--- src/rtl/core/lpm_ram.sv ---
`default_nettype none

module lpm_ram #(
  parameter int WIDTH  = 8,
  parameter int DEPTH  = 16,
  parameter int ADDR_W = (DEPTH > 1) ? $clog2(DEPTH) : 1
) (
  input  wire logic              clk,
  input  wire logic              wr_en,
  input  wire logic [ADDR_W-1:0] wr_addr,
  input  wire logic [WIDTH-1:0]  wr_data,
  input  wire logic              rd_en,
  input  wire logic [ADDR_W-1:0] rd_addr,
  output logic      [WIDTH-1:0]  rd_data
);

  logic [WIDTH-1:0] mem [DEPTH];

  always_ff @(posedge clk) begin
    if (wr_en) begin
      mem[wr_addr] <= wr_data;
    end
    if (rd_en) begin
      rd_data <= mem[rd_addr];
    end
  end

endmodule

`default_nettype wire

--- config.mk ---
export PLATFORM = sky130hd
export DESIGN_NAME = lpm_ram
export DESIGN_NICKNAME = d
export VERILOG_FILES = /design/src/rtl/core/lpm_ram.sv
export SDC_FILE = /design/constraint.sdc
export NUM_CORES = 1
export LEC_CHECK = 0
export BUFFER_PORTS_ARGS = -buffer_cell sky130_fd_sc_hd__buf_2
export CAP_MARGIN = 0
export CELL_PAD_IN_SITES_DETAIL_PLACEMENT = 1
export CELL_PAD_IN_SITES_GLOBAL_PLACEMENT = 2
export CORE_ASPECT_RATIO = 1.25
export CORE_MARGIN = 4
export CORE_UTILIZATION = 52
export CTS_BUF_LIST = sky130_fd_sc_hd__clkbuf_4 sky130_fd_sc_hd__clkbuf_8 sky130_fd_sc_hd__clkbuf_16
export DETAILED_ROUTE_END_ITERATION = 12
export HOLD_SLACK_MARGIN = 0.06
export PLACE_DENSITY = 0.94
export SKIP_LAST_GASP = 1
export SYNTH_ARGS = -nofsm -noshare
export SYNTH_HDL_FRONTEND = slang
export SYNTH_SLANG_ARGS = --single-unit
--- constraint.sdc ---
create_clock -name clk -period 3.95 [get_ports clk]
set_input_delay 0.79 -clock clk [delete_from_list [all_inputs] [get_ports clk]]
set_output_delay 0.79 -clock clk [all_outputs]
set_load 0.01 [all_outputs]
==> flow_summary.ini <==
[yosys]
ys_seq_elements = 136
ys_seq_area_share_pct = 78.1
yosysWarnings = 0
async_flop_share_pct = 0
ys_top_cells_by_count = edfxtp_1, mux4_2, a22oi_1
synth_area_leaders = edfxtp_1, mux4_2, mux4_1, a22oi_1, nor2_1
yosysTopAreaCell = edfxtp_1
synth_top_area_share_pct = 78.1
yosysUniqueCellTypes = 18
avgSynthCellArea_um2 = 22.8
synth-edff-count = 136
syn_area_um2 = 5230
synth_ff_type = edfxtp_1
syn_inst = 229
synth_fp_nets = 248
yosysMostFrequentCell = edfxtp_1

[die]
rows = 40
dieWidth_um = 97.7
core_um2 = 9710
initial_core_util_pct = 53.8
dieArea_um2 = 11700
io_pins = 27
die_height_um = 120

[place]
dp.final_hpwl_mm = 6.69
port_buffers = 26
place_ws_ns = 1.18
routabilityCongestion = 0.697

[clock_network]
cts_buffers = 17
cts_resized = 0
htreeDepth = 4
clk_pin_slew_worst_paths_ns = 0.06
holdBufCountCts = 0
cts_tree = built
insertion_delay_ns = 0.42
clk_path_buf_depth = 2
clock-root-buffer = clkbuf_16
cts_setup_buffers = 0
cts_sinks = 136

[min_path]
hold_end = rd_data[1]
hold_start = mem[14][1]
min_path_cells = 3
hold_class = register to register

[timing]
clock.fmax_ghz = 0.444
relSlewSlack_pct = 32.3
setup_ws_ns = 1.70
hold_viol = 0
setup_viol = 0
setup_tns_ns = 0
finalCritPeriodShare_pct = 57.0
fin_skew_ns = 0.00808
drv_slew = 0
rsz0062_at_grt = false
fin_crit_ns = 2.25
worst_pin_slew_ns = 1.01
holdWs_ns = 0.749

[setup_path]
crit_path_end_kind = register
crit_path_cell_trace = buf_2 -> buf_12 -> mux4_1 -> a22oi_1 -> nand2_1
crit_family = buffers and inverters
critPathSlowestCell = mux4_1
required_ns = 4.12
worstSetupPathType = primary input to register
crit_arrival_ns = 2.42
max_stage_delay_ns = 0.56
worst_r2r_endpoint = rd_data[5]
r2r_start = mem[1][5]
setup.worst_path.start_class = primary input
reg2reg_depth = 3
rrSetupSlack_ns = 2.34
cp_max_fo = 17
worst-path-buf-inv = 2

[power]
p_leak_nw = 2.02
power_mw = 3.35
power_density_nw_per_um2 = 552
vdd_drop_max_mv = 0.406

[global_route]
grt_pass1_vias = 2696
grt_max_degree = 33
grt_pass1_wl_mm = 17.2
track_usage_pct = 20.9
overflow = 0
grt_antenna_before_repair = 0

[route]
dr.pass1.iters = 4
routedWlPerCell_um = 27.4
wirelength_mm = 11.2
viasPerCell = 5.99
ant_nets = 0
drc = 0
drt-initial-drc-count = 253
via_count = 2445

[finish]
layout-drive-gt1-share_pct = 27.7
nNetsFinal = 288
antenna_cells = 0
fillers = 830
syn2layout_area_growth_pct = 16.2

[status]
status = completed

[flow_run]
cap_viol_max_count = 0
==> worst min-delay path, delay by kind of cell (launching register included) <==
family           cells  cell delay, ns
AO/OA/AOI/OAI        1            0.06
AND/OR/NAND/NOR      1            0.05
flip-flops           1            0.31
multiplexers         1            0.22
==> cell type report <==
class | count | area (um2) | share of cell area [%]
clock buffer | 19 | 440 | 7.25
clock inverter | 13 | 154 | 2.53
multi-input combinational | 83 | 1060 | 17.4
sequential | 136 | 4080 | 67.2
tap | 126 | 158 | 2.60
timing repair buffer | 31 | 180 | 2.97
==> report_power, final <==
part           internal, mW  switching [mW]
clock network         0.999           0.573
logic                0.0587          0.0864
registers              1.63          0.0103
==> worst max path at each step <==
stage,startpoint,endpoint,cells after the start
after global routing,rd_addr[0],rd_data[1],5
after detailed placement,rd_addr[0],rd_data[1],5
after CTS,rd_addr[0],rd_data[1],5
final,rd_addr[0],rd_data[1],5
after global placement,rd_addr[0],rd_data[1],5
after floorplan,wr_addr[2],mem[0][0],2
==> routing by layer <==
metal	part of all wire, %	global-route usage, %	wire length, um
met5	0	0	0
met2	53	35.3	5910
met4	2.1	8.74	237
met3	6.6	5.29	739
met1	38	25.8	4270
==> placed cells by master, fill, tap and decap left out <==
| cell type | instances |
|---|---|
| a22oi_1 | 16 |
| and2_1 | 1 |
| and2b_1 | 1 |
| buf_12 | 1 |
| buf_2 | 26 |
| buf_4 | 4 |
| bufinv_16 | 3 |
| clkbuf_16 | 17 |
| clkbuf_4 | 2 |
| clkinv_1 | 4 |
| clkinv_4 | 2 |
| clkinvlp_4 | 3 |
| edfxtp_1 | 136 |
| inv_6 | 1 |
| mux4_1 | 14 |
| mux4_2 | 18 |
| nand2_1 | 9 |
| nand2b_1 | 2 |
| nand3_1 | 1 |
| nand3b_1 | 2 |
| nor2_1 | 13 |
| nor2b_1 | 1 |
| nor3_1 | 4 |
| or3b_2 | 1 |
==> registers in the layout (all words and copies together) (netlist names) <==
register and flops:
mem 128, rd_data 8
==> logic make-up after synthesis <==
| kind of cell | Yosys count | synth area share (%) |
|---|---|---|
| AO/OA/AOI/OAI | 16 | 2.30 |
| buffers and inverters | 10 | 1.65 |
| AND/OR/NAND/NOR | 35 | 3.14 |
| multiplexers | 32 | 14.8 |
| flip-flops | 136 | 78.1 |
==> stage by stage <==
stage	util (%)	std cells	instance area, um2
3_5_place_dp	56.4	376	5480
2_1_floorplan	-	229	5230
5_1_grt	62.6	408	6070
4_1_cts	62.6	408	6070
6_report	62.6	408	6070
3_3_place_gp	56.4	376	5480
Power figures use the tool's default switching activity.
