**src/rtl/core/lpm_pkg.sv**
```systemverilog
`default_nettype none

package lpm_pkg;

  localparam int TABLE_DEPTH = 256;
  localparam int HOP_WIDTH   = 16;

  localparam int IDX_W   = (TABLE_DEPTH > 1) ? $clog2(TABLE_DEPTH) : 1;
  localparam int COUNT_W = $clog2(TABLE_DEPTH + 1);

  localparam logic [5:0] MAX_LENGTH = 6'd32;

  localparam logic [1:0] ACT_INSERT = 2'd0;
  localparam logic [1:0] ACT_LOOKUP = 2'd1;
  localparam logic [1:0] ACT_CLEAR  = 2'd2;

  localparam logic [1:0] STATUS_OK      = 2'd0;
  localparam logic [1:0] STATUS_FULL    = 2'd1;
  localparam logic [1:0] STATUS_BAD_LEN = 2'd2;

  typedef struct packed {
    logic [1:0]  action;
    logic [31:0] insert_prefix;
    logic [5:0]  insert_length;
    logic [15:0] insert_hop;
    logic [31:0] lookup_address;
  } lpm_req_t;

  typedef struct packed {
    logic [15:0] result_hop;
    logic        hit;
    logic [5:0]  matched_length;
    logic [1:0]  status;
  } lpm_rsp_t;

  typedef struct packed {
    logic [31:0]          prefix;
    logic [5:0]           length;
    logic [HOP_WIDTH-1:0] hop;
  } lpm_entry_t;

  localparam int ENTRY_W = $bits(lpm_entry_t);

  // Running winner of a scan.
  typedef struct packed {
    logic                 hit;
    logic [5:0]           length;
    logic [HOP_WIDTH-1:0] hop;
  } lpm_best_t;

endpackage

`default_nettype wire

```
**src/rtl/core/lpm_match.sv**
```systemverilog
`default_nettype none

module lpm_match (
  input  wire logic               clk,
  input  wire logic               rst,
  input  wire logic               start,
  input  wire logic               en,
  input  wire logic [31:0]        address,
  input  wire lpm_pkg::lpm_entry_t entry,
  output lpm_pkg::lpm_best_t      best
);
  import lpm_pkg::*;

  logic [31:0] mask;
  logic        match;
  logic        better;

  // A shift by the full 32 bits leaves an empty mask, which is the default route.
  assign mask   = 32'hFFFF_FFFF << (MAX_LENGTH - entry.length);
  assign match  = ((entry.prefix & mask) == (address & mask));
  assign better = !best.hit || (entry.length > best.length);

  always_ff @(posedge clk) begin
    if (rst || start) begin
      best.hit    <= 1'b0;
      best.length <= '0;
      best.hop    <= '0;
    end else if (en && match && better) begin
      best.hit    <= 1'b1;
      best.length <= entry.length;
      best.hop    <= entry.hop;
    end
  end

  a_best_len_range: assert property (@(posedge clk) disable iff (rst)
    best.length <= MAX_LENGTH)
    else $error("winning length beyond 32");

  a_miss_is_zero: assert property (@(posedge clk) disable iff (rst)
    !best.hit |-> (best.length == '0 && best.hop == '0))
    else $error("miss carries a stale winner");

  a_hit_sticks: assert property (@(posedge clk) disable iff (rst)
    (best.hit && !start) |=> best.hit)
    else $error("hit lost during a scan");

endmodule

`default_nettype wire

```
**config.mk**
```make
export PLATFORM = sky130hd
export DESIGN_NAME = lpm_match
export DESIGN_NICKNAME = d
export VERILOG_FILES = /design/src/rtl/core/lpm_pkg.sv /design/src/rtl/core/lpm_match.sv
export SDC_FILE = /design/constraint.sdc
export NUM_CORES = 1
export LEC_CHECK = 0
export BUFFER_PORTS_ARGS = -buffer_cell sky130_fd_sc_hd__buf_2
export CORE_ASPECT_RATIO = 1.1
export CORE_UTILIZATION = 46
export DETAILED_ROUTE_END_ITERATION = 16
export MAX_ROUTING_LAYER = met4
export PLACE_DENSITY_LB_ADDON = 0.12
export SETUP_SLACK_MARGIN = 0.2
export SYNTH_ARGS = -nofsm -noshare
export SYNTH_HDL_FRONTEND = slang
export SYNTH_SLANG_ARGS = --single-unit
```
**constraint.sdc**
```tcl
create_clock -name clk -period 4.09 [get_ports clk]
set_clock_uncertainty 0.1 [all_clocks]
set_input_delay 0 -clock clk [delete_from_list [all_inputs] [get_ports clk]]
set_output_delay 0 -clock clk [all_outputs]
set_load 0.05 [all_outputs]
```
==> results.toml <==
[worst_setup_path]
required_ns = 4.10
worst_setup_path_end_kind = "flip-flop"
critPathMaxStageDelay_ns = 0.53
critPathArrivalTime_ns = 3.51
crit_fanout = 22
cp.depth = 12
worstSetupPathType = "in2reg"
start_kind = "primary input"
r2r_cells = 10
setup.worst_path.start = "entry[17]"
path_delay_family = "compound AO/OA/AOI/OAI gates"
reg2reg_from = "best[17]"
slowest_stage = "dlygate4sd3_1"
critPathBufInv = 3
worstPathCellList = "dlygate4sd3_1, buf_2, inv_1, ha_2, xor2_1, nor4_2, o22ai_1, a311o_1, or4_4, a211oi_4, o211ai_4, mux2i_1"

[sta]
timing.hold.ws_ns = 0.01723
fmax_mhz = 285.3
fin_tns_setup_ns = 0
fin_crit_sh_pct = 85.69
finalSetupViolations = 0
slew_headroom_pct = 37.63
rsz0062_at_grt = "false"
finalMaxSlewViolations = 0
worst_pin_slew_ns = 0.9311
hold_viol = 0
min_period_ns = 3.505

[placed_design]
io_buffers = 112
dp_hpwl_um = 4148
gp_congestion = 0.8976
dp.cells = 420

[cells_and_area]
largest_reg_flops = 23
final_cell_count_no_fill = 443
drive_gt1_share_pct = 32.65
fill_cells = 392
layout.nets = 490
reg_top3 = "best x23"
fin_util_pct = 66.96
syn2layout_area_growth_pct = 37.69
num_antenna_cells = 0
top_register = "best"

[clock_tree]
clock_latency_ns = 0.26
htreeDepth = 1
cts_tree = "built"
cts-buffers-inserted = 3
clock_path_buffers = 2
clkTransAtPathRegs_ns = 0.07
cts_post_setup_buffers_inserted = 0
clock-root-buffer = "clkbuf_8"
numClockSinks = 23

[floorplan]
core_area_um2 = 4348
die-area_um2 = 4872
die_h_um = 73.11
row_count = 25
io-pin-count = 113
chipWidth_um = 66.65
initial_core_util_pct = 48.63

[yosys]
synthTopCellsByCount = "nand2_1, dfxtp_1, mux2i_1"
netlist.area_leader.share_pct = 21.78
synth_area_leaders = "dfxtp_1, mux2i_1, nand2_1"
synth_top_area_cell = "dfxtp_1"
seq_area_frac_synth_pct = 21.78
synthArstFlopShare_pct = 0
syn_nets = 367
ys.flop_type = "dfxtp_1"
synthDistinctLibCells = 53
ys_ff_latch = 23
synth.most_common_cell = "nand2_1"
syn_area_um2 = 2115
syn_inst = 267
syn_avg_cell_area_um2 = 7.920
synth_edf_count = 0
yosysWarnings = 0

[power_and_ir_drop]
total_power_uw = 608.3
p_sw_uw = 196.9
power.density_nw_per_um2 = 208.9
ir_drop_uv = 265.7
pwr-share-seq_pct = 38.1
p_int_uw = 411.4
clkPwrFrac_pct = 22.1
p_leak_uw = 0.001405
combPwrFrac_pct = 39.7
netSwitchingFraction_pct = 32.37

[grt]
grt.overflow.total = 0
antenna_found_initial = 0
grt_pass1_vias = 2122
grt_max_degree = 32
grt_first_pass_wirelength_um = 8542
grt_usage_pct = 23.13

[hold_path]
hp-start = "rst"
hold_depth = 4
hold_path.class = "in2reg"

[detailed_routing]
drc_errors = 0
routedWlPerCell_um = 12.51
postRouteAntennaNets = 0
via_per_inst = 5.264
drt-initial-drc-count = 61
wirelength_um = 5540
dr.pass1.iters = 4
via_count = 2332

[run]
max-cap-violations = 0

[run_status]
status = "completed"
## layout make-up
class                      count  area [µm²]  share of cell area, %
clock buffer                   4       45.04                  1.547
inverter                      11       41.29                  1.418
multi-input combinational    219        1539                  52.86
sequential                    23       460.4                  15.81
tap                           54       67.56                  2.321
timing repair buffer         132       758.2                  26.04
## tightest hold or removal path: cells and delay by family
| family | cells | cell delay (ns) |
|---|---|---|
| buffers and inverters | 1 | 0.08 |
| multiplexers | 1 | 0.05 |
| AND/OR/NAND/NOR | 2 | 0.19 |
## placed cells by master, fill, tap and decap left out, types with 2 or more instances in the layout
master	synthesis	layout
nand2b_1	6	6
nor2b_1	2	2
dlygate4sd3_1	0	19
nor3_1	6	6
xor2_1	16	16
nor4_1	2	2
a21oi_1	15	15
and3b_1	2	2
xnor2_1	21	21
a31oi_1	2	2
or3_1	3	3
dfxtp_1	23	23
nand4_1	2	2
o211ai_1	2	2
a221oi_1	2	2
buf_2	3	112
nand3_1	3	3
o22ai_1	2	2
o21a_1	7	7
nor2_1	5	4
inv_1	10	10
ha_1	10	9
clkbuf_8	0	3
o21ai_0	14	14
nand2_1	50	50
mux2i_1	22	22
## path summary, 6_finish.rpt
path	slack [ns]	end
hold / removal	0.02	best[14]
setup reg to reg	1.65	best[18]
setup / recovery	0.59	best[18]
hold reg to reg	0.36	best[2]
## repair_timing
item / CTS / global route
hold buffers: 19 / 0
resized for setup: 0 / 1
endpoints found under the setup margin: 0 / 22
hold endpoints to repair: 19 / 0
## per-stage QoR
stage | area [µm²] | worst slack (ns)
2_1_floorplan | 2115 | 1.240
3_3_place_gp | 2674 | 0.7635
3_5_place_dp | 2674 | 0.6880
4_1_cts | 2909 | 0.3882
5_1_grt | 2912 | 0.3380
6_report | 2912 | 0.5852
## layer usage
metal	track usage (%)	wire, µm	part of all wire, %
met1	24.64	2175	39
met3	2.344	339	6.1
met5	-	0	0
met2	41.98	2866	52
met4	11.11	159	2.9
## kinds of logic after synthesis
group           share of synthesized area [%]
compound gates                          19.82
xor+xnor                                15.33
fa+ha+maj                               5.917
buf+inv                                 5.680
flops                                   21.78
mux                                     10.41
simple gates                            21.07
## power groups by stage
| stage | logic, µW | clock network, µW | registers [µW] |
|---|---|---|---|
| after floorplan | 131 | 0 | 255 |
| after global placement | 223 | 0 | 237 |
| after detailed placement | 225 | 0 | 237 |
| after CTS | 240 | 137 | 232 |
| after global routing | 264 | 150 | 233 |
| final | 242 | 135 | 232 |
Note: power is estimated with default switching activity, not from simulation.
